File: src/rtl/rmt_div.sv
module rmt_div #(
	parameter int VW = 32,
	parameter int QW = 32
) (
	input  logic             clk,
	input  logic             arst_n,
	input  logic             start,
	input  logic [VW+QW-1:0] dividend,
	input  logic [VW-1:0]    divisor,
	output logic             busy,
	output logic [QW-1:0]    quotient
);

	localparam int CW = $clog2(QW + 1);

	logic [VW-1:0] rem_q;
	logic [QW-1:0] quo_q;
	logic [VW-1:0] dsr_q;
	logic [CW-1:0] cnt_q;
	logic          busy_q;
	logic [VW:0]   trial;
	logic [VW:0]   diff;
	logic          ge;

	// one quotient bit a cycle, restoring
	assign trial = {rem_q, quo_q[QW-1]};
	assign diff  = trial - {1'b0, dsr_q};
	assign ge    = trial >= {1'b0, dsr_q};

	always_ff @(posedge clk or negedge arst_n) begin
		if (!arst_n) begin
			busy_q <= 1'b0;
			cnt_q  <= '0;
		end else if (start) begin
			busy_q <= 1'b1;
			cnt_q  <= CW'(QW);
		end else if (busy_q) begin
			cnt_q <= cnt_q - CW'(1);
			if (cnt_q == CW'(1)) begin
				busy_q <= 1'b0;
			end
		end
	end

	always_ff @(posedge clk) begin
		if (start) begin
			rem_q <= dividend[VW+QW-1:QW];
			quo_q <= dividend[QW-1:0];
			dsr_q <= divisor;
		end else if (busy_q) begin
			rem_q <= ge ? diff[VW-1:0] : trial[VW-1:0];
			quo_q <= {quo_q[QW-2:0], ge};
		end
	end

	assign busy     = busy_q;
	assign quotient = quo_q;

endmodule

File: config.mk
export PLATFORM = sky130hd
export DESIGN_NAME = rmt_div
export DESIGN_NICKNAME = d
export VERILOG_FILES = /design/src/rtl/rmt_div.sv
export SDC_FILE = /design/constraint.sdc
export NUM_CORES = 1
export LEC_CHECK = 0
export BUFFER_PORTS_ARGS = -buffer_cell sky130_fd_sc_hd__buf_2
export CELL_PAD_IN_SITES_DETAIL_PLACEMENT = 1
export CELL_PAD_IN_SITES_GLOBAL_PLACEMENT = 1
export CORE_ASPECT_RATIO = 2
export CORE_MARGIN = 2
export CORE_UTILIZATION = 44
export CTS_BUF_LIST = sky130_fd_sc_hd__clkbuf_4 sky130_fd_sc_hd__clkbuf_8
export DETAILED_ROUTE_END_ITERATION = 12
export MAX_ROUTING_LAYER = met4
export PLACE_DENSITY = 0.84
export SLEW_MARGIN = 15
export SYNTH_ARGS = -nofsm -noshare
export SYNTH_HDL_FRONTEND = slang
export SYNTH_SLANG_ARGS = --single-unit
File: constraint.sdc
create_clock -name clk -period 4.2 [get_ports clk]
set_input_delay 0.63 -clock clk [delete_from_list [all_inputs] [get_ports clk]]
set_output_delay 0.63 -clock clk [all_outputs]
set_load 0.005 [all_outputs]
## Yosys cells after proc, flatten, opt, wreduce, memory -nomap -nowiden

Index checks and enable logic that the tools add are counted.

- Flip-flop bits (word level): 103
- Input port bits: 99
- Output and inout bits: 33
- Word-level logic and storage cells: 20

- Add/subtract/negate cells: 2
- Magnitude comparators: 1
- Equal/unequal tests: 1
- Mux-type cells: 10
- Reduce and logical (&&, ||, !) cells: 1

Operator list:

| operator | number |
|---|---|
| 32-bit two-way mux | 5 |
| 33-bit by 32-bit greater-or-equal comparator with 1-bit output | 1 |
| 32-bit subtractor | 1 |
| 6-bit two-way mux | 2 |
| 6-bit by 1-bit == test with 1-bit output (second input constant) | 1 |
| 6-bit by 1-bit subtractor with 6-bit output (second input constant) | 1 |
| 1-bit two-way mux | 3 |
| 2-bit nonzero test | 1 |

## Logic depth before layout (Yosys ltp)

Gate-level depths: netlist (run 1).

- Depth after elaboration: 4
- Depth in mapped cells: 12
- Depth with buffers taken out: 12

## Least setup slack after synthesis (run 1)

Ideal clock, no wire load.

- Kind: reg2reg
- Start point: reg quo_q[31], in the netlist quotient[31]
- End point: reg rem_q[26], data pin
- Library setup time: 0.261 ns
- Arrival: 2.732 ns
- Data required time: 3.939 ns
- Setup slack: 1.207 ns
- Cell stages (with the launch flop): 13
- Buffers on the path: 0
- Period minus slack after synthesis: 2.993 ns
- Path through: edfxtp_1 inv_1 ha_1 inv_1 fa_1 a21o_1 a221oi_4 nor3_2 o41ai_4 a211oi_1 nor3_2 xnor2_1 a221o_1

- Cells in the longest elaborated chain, start to end: 4
- Elaborated cells on any way between the ends: 5
- Those cells by class: add/sub (1); order compare (1); mux (3)

RTL lines:

| item | RTL line | RTL |
|---|---|---|
| start: declaration | 17 | `logic [QW-1:0] quo_q;` |
| start signal: assignment | 48 | `quo_q <= dividend[QW-1:0];` |
| start signal: assignment | 52 | `quo_q <= {quo_q[QW-2:0], ge};` |
| 32-bit subtractor or 33-bit by 32-bit greater-or-equal comparator with 1-bit output (tied branches) | 27, 28 |  |
| 32-bit two-way mux (*) | 51 | `rem_q <= ge ? diff[VW-1:0] : trial[VW-1:0];` |
| 32-bit two-way mux (*) | 50 | `end else if (busy_q) begin` |
| 32-bit two-way mux (*) | 46 | `if (start) begin` |
| end signal: assignment | 47 | `rem_q <= dividend[VW+QW-1:QW];` |
| end signal: assignment | 51 |  |
| end: declaration | 16 | `logic [VW-1:0] rem_q;` |

Every way passes the cells marked *; elsewhere a longest branch is shown, timed or not. The select of a mux whose other input is x is not followed.
A chain may end at the register's enable or synchronous reset.

## Final worst setup path (run 1)

- Start point: reg rem_q[21]
- End point: reg rem_q[26], data pin

- Cells in the longest elaborated chain, start to end: 4
- Elaborated cells on any way between the ends: 5
- Those cells by class: add/sub (1); order compare (1); mux (3)

RTL lines:

| item | RTL line |
|---|---|
| 32-bit subtractor or 33-bit by 32-bit greater-or-equal comparator with 1-bit output (tied branches) | 27, 28 |
| 32-bit two-way mux (*) | 51 |
| 32-bit two-way mux (*) | 50 |
| 32-bit two-way mux (*) | 46 |

Marked as above.

==> impl_metrics.env, run 1 <==
export IMPL_outcome="finished, final reports clean"
export IMPL_critPathTopFamily="simple AND/OR/NAND/NOR gates"
export IMPL_critical_path_max_fanout=27
export IMPL_cp_arrival_ps=3750
export IMPL_drt_total_wl_um=18600
export IMPL_timing_rr_start="rem_q[21]"
export IMPL_slew_headroom_pct=40.7
export IMPL_post_layout_nonfiller_instances=914
export IMPL_max_clock_path_buffers=2
export IMPL_io_buffer_count=131
export IMPL_detailedPlace_worstSlack_ps=593
export IMPL_leakage_nw=3.18
export IMPL_timing_critical_path_buf_inv=0
export IMPL_hold_violations=0
export IMPL_ctsHtreeMaxLevel=3
export IMPL_number_of_cells_on_the_critical_path=9
export IMPL_antenna_found_initial=1
export IMPL_post_route_cells_drive_above_1_share_pct=28.2
export IMPL_gp_congestion=0.954
export IMPL_post_route_drc_count=0
export IMPL_cts_buffers=9
export IMPL_mappedNetlistArea_um2=6400
export IMPL_shortest_clock_period_the_worst_path_allows_after_layout_ps=3590
export IMPL_setup_violations=0
export IMPL_routed_wl_met3_um=422
export IMPL_layout_worst_path_cycle_share_pct=85.6
export IMPL_synth_ff_latch_count=103
export IMPL_total_number_of_yosys_warnings=0
export IMPL_synth_lib_cells_used_distinct=67
export IMPL_synth_fp_nets=732
export IMPL_worst_r2r_endpoint="rem_q[26]"
export IMPL_die_w_um=89.3
export IMPL_grt_pass1_wl_um=29400
export IMPL_cts_repair_resized=0
export IMPL_power_density_cell_area_nw_per_um2=661
export IMPL_grt_overflow=0
export IMPL_die_area_um2=15600
export IMPL_io_pin_count=132
export IMPL_holdCritPathClass="input pin to asynchronous set/reset pin"
export IMPL_mostFrequentLayoutCell="sky130_fd_sc_hd__buf_2"
export IMPL_timing_clock_skew_ps=14.9
export IMPL_critical_path_endpoint_type="register"
export IMPL_route_antenna_remaining_nets=0
export IMPL_final_max_slew_violation_count=0
export IMPL_synth_async_sr_flop_share_pct=6.80
export IMPL_drtIter0Drc=223
export IMPL_finalNetCount=850
export IMPL_synth_seq_area_share_pct=47.8
export IMPL_topRoutingLayerUsed="met4"
export IMPL_timing_setup_tns_ps=0
export IMPL_critPathKind="register to register"
export IMPL_wl_met1_um=6570
export IMPL_timing_hold_ws_ps=59.0
export IMPL_grt_start_max_net_pins=75
export IMPL_coreArea_um2=14300
export IMPL_unrepaired_setup_endpoints_after_global_routing="false"
export IMPL_drt_vias_per_instance=5.69
export IMPL_place_detailed_instances=897
export IMPL_ff2ff_path_depth=9
export IMPL_post_drt_wl_per_cell_um=20.4
export IMPL_ys_dominant_reg_cell="sky130_fd_sc_hd__edfxtp_1"
export IMPL_clock_sinks=103
export IMPL_r2r_setup_slack_ps=610
export IMPL_post_cts_setup_bufs=0
export IMPL_met2WireLength_um=10700
export IMPL_critical_path_max_stage_delay_ps=570
export IMPL_crit_chain="ha_1 -> a21oi_1 -> o211a_1 -> nor2_1 -> or3_1 -> o221a_2 -> nor2_4 -> nor2_1 -> a221o_1"
export IMPL_yosys_area_top_type="sky130_fd_sc_hd__edfxtp_1"
export IMPL_detailed_place_hpwl_um=14400
export IMPL_postCtsHoldBufs=0
export IMPL_detailroute_via_count=5205
export IMPL_yosys_top_cells_area="sky130_fd_sc_hd__edfxtp_1, sky130_fd_sc_hd__ha_1, sky130_fd_sc_hd__mux2_2"
export IMPL_clkTransAtPathRegs_ps=110
export IMPL_grt_pass1_vias=5891
export IMPL_detailedRoute_firstPassIterationCount=4
export IMPL_maxCapViolCount=0
export IMPL_clock_fmax_ghz=0.278
export IMPL_final_critical_path_setup_slack_ps=606
export IMPL_post_synth_top_area_fraction_pct=45.1
export IMPL_worstPathRequired_ps=4350
export IMPL_flow_area_growth_from_synthesis_pct=15.9
export IMPL_cp_slowest_cell="sky130_fd_sc_hd__nor2_4"
export IMPL_cts_tree="built"
export IMPL_start_util_pct=44.8
export IMPL_layout_cells_most_common_list="sky130_fd_sc_hd__buf_2, sky130_fd_sc_hd__edfxtp_1, sky130_fd_sc_hd__nand2_1, sky130_fd_sc_hd__inv_1"
export IMPL_cells_after_synth=598
export IMPL_core_utilization_of_the_finished_layout_pct=51.9
export IMPL_startpoint_type="register"
export IMPL_vdd_ir_drop_max_mv=0.311
export IMPL_worst_slew_pin_slew_ps=890
export IMPL_edff_count_synth=96
export IMPL_placement_rows=62
export IMPL_ctsRootBufferMaster="sky130_fd_sc_hd__clkbuf_8"
export IMPL_grt_total_usage_pct=25.4
export IMPL_die_h_um=175
export IMPL_cp_common_cell="sky130_fd_sc_hd__nor2_1"
export IMPL_synth_area_per_inst_um2=10.7
export IMPL_clk_insertion_delay_late_ps=390
[layer usage]
layer,global-route usage (%),up-vias
li1,-,2475
met1,25.6,2560
met2,45.4,109
met3,3.51,61
met4,13.6,0
met5,-,-
[cell type report]
| class | count | area (um^2) |
|---|---|---|
| antenna | 1 | 2.50 |
| clock buffer | 11 | 139 |
| multi-input combinational | 422 | 3050 |
| timing repair buffer | 136 | 696 |
| inverter | 44 | 165 |
| tap | 192 | 240 |
| clock inverter | 5 | 65.1 |
| fill | 1671 | 6860 |
| sequential | 103 | 3060 |
[synthesized netlist by cell type (8+ instances only)]
cell type and number:
sky130_fd_sc_hd__nand3_1 13, sky130_fd_sc_hd__ha_1 34, sky130_fd_sc_hd__a2bb2oi_1 8, sky130_fd_sc_hd__nand2_1 50, sky130_fd_sc_hd__a21o_1 18, sky130_fd_sc_hd__o21ai_0 19, sky130_fd_sc_hd__clkbuf_1 19, sky130_fd_sc_hd__a31oi_1 13
sky130_fd_sc_hd__inv_1 43, sky130_fd_sc_hd__mux2_2 36, sky130_fd_sc_hd__nor3_1 13, sky130_fd_sc_hd__a21oi_1 40, sky130_fd_sc_hd__nand4_1 9, sky130_fd_sc_hd__or3_1 9, sky130_fd_sc_hd__nor2_1 40, sky130_fd_sc_hd__mux2i_1 8
sky130_fd_sc_hd__edfxtp_1 96, sky130_fd_sc_hd__xnor2_1 17
[state kept, by name, summed over array words and instances (netlist names)]
signal,flops
quotient,32
dsr_q,32
busy,1
rem_q,32
cnt_q,6
[stage by stage]
stage / power [W] / area [um^2]
2_1_floorplan: 0.00351 / 6400
3_3_place_gp: 0.00409 / 7210
3_5_place_dp: 0.00422 / 7210
4_1_cts: 0.00491 / 7410
5_1_grt: 0.00524 / 7410
6_report: 0.00490 / 7410
[power breakdown]
part,internal [W],switching (W),leakage [nW]
sequential,0.00145,0.000160,1.07
clock,0.000296,0.000372,0.0989
combinational,0.00107,0.00155,2.01
total,0.00281,0.00208,3.18
[worst reg2reg max path, cell delays in order, from the launching register on]
cell,delay [ps]
sky130_fd_sc_hd__edfxtp_1,420
sky130_fd_sc_hd__ha_1,400
sky130_fd_sc_hd__a21oi_1,370
sky130_fd_sc_hd__o211a_1,260
sky130_fd_sc_hd__nor2_1,90
sky130_fd_sc_hd__or3_1,410
sky130_fd_sc_hd__o221a_2,300
sky130_fd_sc_hd__nor2_4,570
sky130_fd_sc_hd__nor2_1,210
sky130_fd_sc_hd__a221o_1,340
[worst max-delay path by stage]
stage	start	end
after floorplan	quotient[31]	rem_q[26]
after global placement	rem_q[17]	rem_q[27]
after detailed placement	rem_q[21]	rem_q[29]
after CTS	rem_q[21]	rem_q[26]
after global routing	rem_q[21]	rem_q[30]
final	rem_q[21]	rem_q[26]
[logic make-up after synthesis]
group | after synthesis | synth area share (%)
adder cells (fa/ha/maj) | 35 | 6.96
AND/OR/NAND/NOR | 166 | 12.8
XOR/XNOR | 22 | 3.01
flip-flops | 103 | 47.8
multiplexers | 44 | 7.59
AO/OA/AOI/OAI | 155 | 17.3
buffers and inverters | 73 | 4.56
Power figures use the tool's default switching activity.
==> run 2, diff against run 1 <==
CORE_MARGIN = default   (was 2)
CORE_UTILIZATION = 48   (was 44)
PLACE_DENSITY = 0.9   (was 0.84)
clock period = 4.6 ns   (was 4.2 ns; I/O delays follow)
==> run 2 against run 1 <==
Sequential share of layout area up 0.27 points. Cell count down 4.4%. First-iteration DRC count up 14%. Worst hold slack better by 57 ps. Flip-flop and latch count unchanged. Critical path type unchanged. Largest cell class unchanged.
==> impl_metrics.env, run 2 (synthesis gave the netlist of run 1 again) <==
export IMPL_critPathKind="register to register"
export IMPL_mostFrequentLayoutCell="sky130_fd_sc_hd__buf_2"
export IMPL_core_utilization_of_the_finished_layout_pct=56.7
export IMPL_power_density_cell_area_nw_per_um2=615
export IMPL_holdCritPathClass="input pin to asynchronous set/reset pin"
export IMPL_finalNetCount=850
export IMPL_final_fill_count=1474
export IMPL_outcome="finished, final reports clean"
export IMPL_route_antenna_remaining_nets=0
export IMPL_flow_area_growth_from_synthesis_pct=15.1
export IMPL_grt_total_usage_pct=29.0
export IMPL_clkTransAtPathRegs_ps=120
export IMPL_gp_congestion=0.886
export IMPL_post_drt_wl_per_cell_um=22.3
export IMPL_grt_overflow=0
export IMPL_ctsHtreeMaxLevel=3
export IMPL_clk_insertion_delay_late_ps=400
export IMPL_die_w_um=83.6
export IMPL_worstPathRequired_ps=4760
export IMPL_grt_start_max_net_pins=63
export IMPL_vdd_ir_drop_max_mv=0.337
export IMPL_r2r_setup_slack_ps=1090
export IMPL_crit_chain="ha_1 -> a21oi_1 -> o211a_1 -> nor2_1 -> or3_1 -> o221ai_2 -> nand2_4 -> and4_1 -> o32a_1"
export IMPL_slew_headroom_pct=50.3
export IMPL_clock_fmax_ghz=0.285
export IMPL_io_pin_count=132
export IMPL_unrepaired_setup_endpoints_after_global_routing="false"
export IMPL_clock_sinks=103
export IMPL_start_util_pct=49.2
export IMPL_layout_cells_most_common_list="sky130_fd_sc_hd__buf_2, sky130_fd_sc_hd__edfxtp_1, sky130_fd_sc_hd__nand2_1, sky130_fd_sc_hd__inv_1"
export IMPL_io_buffer_count=131
export IMPL_post_route_cells_drive_above_1_share_pct=28.2
export IMPL_post_route_drc_count=0
export IMPL_detailed_place_hpwl_um=15200
export IMPL_critical_path_startpoint="rem_q[21]"
export IMPL_critical_path_max_stage_delay_ps=440
export IMPL_maxCapViolCount=0
export IMPL_layout_worst_path_cycle_share_pct=76.4
export IMPL_max_clock_path_buffers=2
export IMPL_ctsRootBufferMaster="sky130_fd_sc_hd__clkbuf_8"
export IMPL_coreArea_um2=13000
export IMPL_detailedRoute_firstPassIterationCount=4
export IMPL_detailroute_via_count=5312
export IMPL_drt_vias_per_instance=6.08
export IMPL_placement_rows=59
export IMPL_ff2ff_path_depth=9
export IMPL_timing_critical_path_to="rem_q[19]"
export IMPL_antenna_found_initial=0
export IMPL_post_cts_setup_bufs=0
export IMPL_cts_tree="built"
export IMPL_grt_pass1_vias=6015
export IMPL_worst_r2r_endpoint="rem_q[19]"
export IMPL_cts_buffers=9
export IMPL_total_power_w=0.00453
export IMPL_leakage_nw=3.18
export IMPL_drt_total_wl_um=19500
export IMPL_timing_clock_skew_ps=17.6
export IMPL_critical_path_max_fanout=26
export IMPL_drtIter0Drc=255
export IMPL_final_max_slew_violation_count=0
export IMPL_postCtsHoldBufs=0
export IMPL_die_h_um=165
export IMPL_startpoint_type="register"
export IMPL_grt_pass1_wl_um=29800
export IMPL_die_area_um2=13800
export IMPL_timing_rr_start="rem_q[21]"
export IMPL_cp_slowest_cell="sky130_fd_sc_hd__edfxtp_1"
export IMPL_timing_setup_tns_ps=0
export IMPL_worst_slew_pin_slew_ps=746
export IMPL_critical_path_endpoint_type="register"
export IMPL_setup_violations=0
export IMPL_hold_violations=0
export IMPL_cts_repair_resized=0
export IMPL_cp_arrival_ps=3670
export IMPL_shortest_clock_period_the_worst_path_allows_after_layout_ps=3510
run 2: cell count changes in the layout (fill, tap and decap cells not counted):
cell and delta:
sky130_fd_sc_hd__bufinv_16 -1, sky130_fd_sc_hd__clkbuf_4 -2, sky130_fd_sc_hd__clkinv_4 +1, sky130_fd_sc_hd__clkinv_8 +1, sky130_fd_sc_hd__clkinvlp_4 -2, sky130_fd_sc_hd__inv_12 +1, sky130_fd_sc_hd__inv_6 +1, sky130_fd_sc_hd__inv_8 +1
run 2: worst min path at each step:
| stage | startpoint | to | slack [ps] | cells past startpoint |
|---|---|---|---|---|
| 2_1_floorplan | arst_n | busy | 390 | 0 |
| 3_3_place_gp | cnt_q[5] | cnt_q[5] | 490 | 2 |
| 3_5_place_dp | arst_n | cnt_q[2] | 530 | 1 |
| 4_1_cts | arst_n | cnt_q[2] | 100 | 1 |
| 5_1_grt | arst_n | cnt_q[2] | 110 | 1 |
| 6_report | arst_n | cnt_q[2] | 120 | 1 |
run 2: area by class of cell:
cell class	count	area, um^2	share of cell area (%)
antenna	1	2.50	0.0340
clock buffer	9	124	1.68
clock inverter	7	81.3	1.10
inverter	44	165	2.24
multi-input combinational	422	3050	41.4
sequential	103	3060	41.5
tap	152	190	2.58
timing repair buffer	136	696	9.45
run 2: layer usage:
layer / part of all wire, % / GRT usage, %
met5: 0 / -
met2: 59 / 57.9
met1: 33 / 25.1
met3: 2.5 / 3.78
met4: 5.4 / 17.4
run 2: metrics by stage:
step | setup slack (ps) | cells | cell area, um^2 | hold slack (ps)
floorplan | 1610 | 598 | 6400 | 394
global placement | 1220 | 857 | 7160 | 493
detailed placement | 1100 | 857 | 7160 | 534
CTS | 1110 | 873 | 7360 | 103
global route | 880 | 873 | 7360 | 115
finish | 1090 | 874 | 7360 | 116
run 2: report_power, final:
| part | leakage (nW) | internal [W] | total (W) | switching, W |
|---|---|---|---|---|
| registers | 1.07 | 0.00133 | 0.00149 | 0.000162 |
| clock network | 0.104 | 0.000222 | 0.000609 | 0.000387 |
| logic | 2.01 | 0.000976 | 0.00243 | 0.00146 |
| total | 3.18 | 0.00252 | 0.00453 | 0.00201 |
run 2: worst max-delay path: cells and delay by family, from the launching register on:
| kind | cells | cell delay (ps) |
|---|---|---|
| AOI/OAI and AO/OA | 4 | 1290 |
| adders and majority gates | 1 | 410 |
| DFF | 1 | 440 |
| and+or+nand+nor | 4 | 1120 |
==> run 3, diff against run 2 <==
ABC_AREA = 1   (was default)
CORE_UTILIZATION = 42   (was 48)
PLACE_DENSITY = 0.85   (was 0.9)
clock period = 3.4 ns   (was 4.6 ns; I/O delays follow)
==> run 3 against run 2 <==
Combinational power up 58%. Register-to-register slack worse by 440 ps. Clock-buffer cell count up 1. Non-clock buffer count up 1. First-iteration DRC count down 23%. Maximum frequency up 27%. Clock power up 24%. Critical path type unchanged. Critical endpoint unchanged.
==> impl_metrics.env, run 3 <==
export IMPL_outcome="finished, final reports clean"
export IMPL_synth_lib_cells_used_distinct=37
export IMPL_startpoint_type="register"
export IMPL_power_share_switching_pct=48.0
export IMPL_synth_seq_area_share_pct=42.1
export IMPL_worst_slew_pin_slew_ps=776
export IMPL_cells_after_synth=990
export IMPL_drtIter0Drc=196
export IMPL_mappedNetlistArea_um2=7260
export IMPL_synth_async_sr_flop_share_pct=6.80
export IMPL_clock_fmax_ghz=0.363
export IMPL_post_layout_nonfiller_instances=1327
export IMPL_max_clock_path_buffers=2
export IMPL_synth_area_per_inst_um2=7.33
export IMPL_route_antenna_remaining_nets=0
export IMPL_critPathKind="register to register"
export IMPL_detailedRoute_firstPassIterationCount=7
export IMPL_ctsHtreeMaxLevel=3
export IMPL_top_count_cell_post_synth="sky130_fd_sc_hd__nand2_1"
export IMPL_antenna_found_initial=0
export IMPL_drt_vias_per_instance=4.98
export IMPL_critical_path_max_stage_delay_ps=420
export IMPL_seqPwrFrac_pct=30.4
export IMPL_timing_clock_skew_ps=14.0
export IMPL_grt_start_max_net_pins=62
export IMPL_power_density_cell_area_nw_per_um2=801
export IMPL_io_pin_count=132
export IMPL_synth_ff_latch_count=103
export IMPL_yosys_top_cells_area="sky130_fd_sc_hd__edfxtp_1, sky130_fd_sc_hd__nand2_1, sky130_fd_sc_hd__inv_1"
export IMPL_leakage_nw=4.51
export IMPL_clkTransAtPathRegs_ps=110
export IMPL_post_route_drc_count=0
export IMPL_vdd_ir_drop_max_mv=0.317
export IMPL_cts_tree="built"
export IMPL_grt_pass1_vias=7200
export IMPL_total_number_of_yosys_warnings=0
export IMPL_combinational_cell_fraction_of_total_power_pct=58.2
export IMPL_layout_cells_most_common_list="sky130_fd_sc_hd__nand2_1, sky130_fd_sc_hd__inv_1, sky130_fd_sc_hd__buf_2, sky130_fd_sc_hd__edfxtp_1, sky130_fd_sc_hd__nand3_1"
export IMPL_die_h_um=188
export IMPL_cp_common_cell="sky130_fd_sc_hd__nand2_1"
export IMPL_critical_path_max_fanout=18
export IMPL_critical_path_endpoint_type="register"
export IMPL_hold_violations=0
export IMPL_grt_total_usage_pct=26.3
export IMPL_setup_violations=0
export IMPL_worstPathRequired_ps=3550
export IMPL_start_util_pct=43.1
export IMPL_mostFrequentLayoutCell="sky130_fd_sc_hd__nand2_1"
export IMPL_holdCritPathClass="input pin to register"
export IMPL_flow_area_growth_from_synthesis_pct=13.9
export IMPL_clock_sinks=103
export IMPL_detailed_place_hpwl_um=17200
export IMPL_p_sw_w=0.00317
export IMPL_grt_pass1_wl_um=34500
export IMPL_die_area_um2=17800
export IMPL_share_clk_of_total_power_pct=11.4
export IMPL_ys_dominant_reg_cell="sky130_fd_sc_hd__edfxtp_1"
export IMPL_post_drt_wl_per_cell_um=16.1
export IMPL_crit_chain="ha_1 -> nand2_2 -> inv_1 -> nand2_1 -> nand2_1 -> nand2_1 -> nand3_2 -> nand2_2 -> nand2_2 -> nand2_4 -> buf_4 -> nand3b_1 -> nand3_1 -> nand2_1"
export IMPL_post_route_cells_drive_above_1_share_pct=16.7
export IMPL_cts_buffers=9
export IMPL_unrepaired_setup_endpoints_after_global_routing="false"
export IMPL_ctsRootBufferMaster="sky130_fd_sc_hd__clkbuf_8"
export IMPL_gp_congestion=0.964
export IMPL_final_fill_count=2199
export IMPL_edff_count_synth=96
export IMPL_cp_arrival_ps=2910
export IMPL_grt_overflow=0
export IMPL_io_buffer_count=131
export IMPL_synthTopCellsByCount="sky130_fd_sc_hd__nand2_1, sky130_fd_sc_hd__inv_1, sky130_fd_sc_hd__edfxtp_1"
export IMPL_timing_critical_path_buf_inv=2
export IMPL_maxCapViolCount=0
export IMPL_slew_headroom_pct=48.2
export IMPL_synth_fp_nets=1124
export IMPL_shortest_clock_period_the_worst_path_allows_after_layout_ps=2760
export IMPL_place_detailed_instances=1310
export IMPL_yosys_area_top_type="sky130_fd_sc_hd__edfxtp_1"
export IMPL_detailroute_via_count=6611
export IMPL_placement_rows=67
export IMPL_critPathTopFamily="simple AND/OR/NAND/NOR gates"
export IMPL_clk_insertion_delay_late_ps=400
export IMPL_timing_setup_tns_ps=0
export IMPL_final_max_slew_violation_count=0
export IMPL_coreArea_um2=16800
export IMPL_finalNetCount=1249
export IMPL_die_w_um=95.0
export IMPL_antenna_cells=0
export IMPL_layout_worst_path_cycle_share_pct=81.1
export IMPL_p_int_w=0.00344
export IMPL_post_synth_top_area_fraction_pct=39.7
export IMPL_multi_input_comb_area_um2=3410
export IMPL_drt_total_wl_um=21300
export IMPL_seq_area_um2=3060
export IMPL_cp_slowest_cell="sky130_fd_sc_hd__ha_1"
==> run 3: worst reg2reg max path, stage by stage, from the launching register on <==
cell and delay, ps:
sky130_fd_sc_hd__edfxtp_1 410, sky130_fd_sc_hd__ha_1 420, sky130_fd_sc_hd__nand2_2 140, sky130_fd_sc_hd__inv_1 50, sky130_fd_sc_hd__nand2_1 80, sky130_fd_sc_hd__nand2_1 50
sky130_fd_sc_hd__nand2_1 70, sky130_fd_sc_hd__nand3_2 130, sky130_fd_sc_hd__nand2_2 140, sky130_fd_sc_hd__nand2_2 120, sky130_fd_sc_hd__nand2_4 260, sky130_fd_sc_hd__buf_4 320
sky130_fd_sc_hd__nand3b_1 140, sky130_fd_sc_hd__nand3_1 110, sky130_fd_sc_hd__nand2_1 80
==> run 3: final cells by class <==
type                            count  area share [%]
Clock buffer                       10            1.59
Timing Repair Buffer              137            8.69
Multi-Input combinational cell    691            41.2
Inverter                          173            7.86
Clock inverter                      6           0.545
Sequential cell                   103            37.0
Tap cell                          207            3.13
==> run 3: logic make-up after synthesis <==
group	Yosys count	share of synthesized area (%)
AOI/OAI and AO/OA	36	2.69
xor gates and xnor gates	14	1.69
adders and majority gates	35	6.13
buffers and inverters	196	11.0
DFF	103	42.1
and+or+nand+nor	606	36.4
==> run 3: final timing paths <==
path / endpoint / cells after the start / startpoint / slack, ps
max in group asynchronous: cnt_q[4] / 2 / arst_n / 2760
max reg2reg: rem_q[19] / 14 / rem_q[2] / 640
min reg2reg: cnt_q[5] / 1 / cnt_q[5] / 530
min: dsr_q[11] / 1 / divisor[11] / 280
min in group asynchronous: cnt_q[3] / 2 / arst_n / 470
max: rem_q[19] / 14 / rem_q[2] / 640
==> run 3: power groups by stage <==
| stage | sequential (W) | clock (W) | combinational (W) |
|---|---|---|---|
| 6_report | 0.00201 | 0.000757 | 0.00385 |
| 5_1_grt | 0.00205 | 0.000821 | 0.00436 |
| 4_1_cts | 0.00201 | 0.000776 | 0.00389 |
| 3_5_place_dp | 0.00204 | 0 | 0.00386 |
| 3_3_place_gp | 0.00202 | 0 | 0.00376 |
| 2_1_floorplan | 0.00197 | 0 | 0.00288 |
==> run 3: metal layers <==
layer	vias to the layer above	part of all wire [%]	GRT usage [%]
li1	3335	-	-
met1	3089	34	23.2
met2	141	59	51.9
met3	46	2.6	3.16
met4	0	4.1	12.4
met5	-	0	-
==> run 3: through the flow <==
stage	utilization (%)	area (um^2)	total power [W]	worst slack [ps]	hold slack [ps]
floorplan	-	7260	0.00486	1150	214
global placement	48.0	8080	0.00578	714	356
CTS	49.1	8270	0.00668	628	255
finish	49.1	8270	0.00662	642	278
global route	49.1	8270	0.00723	450	256
detailed placement	48.0	8080	0.00589	670	356
==> run 3: what timing repair did <==
item / 4_1_cts / 5_1_grt
hold buffers: 1 / 0
hold endpoints to repair: 7 / 0
gates resized for setup: 0 / 0
buffers inserted: 0 / 0
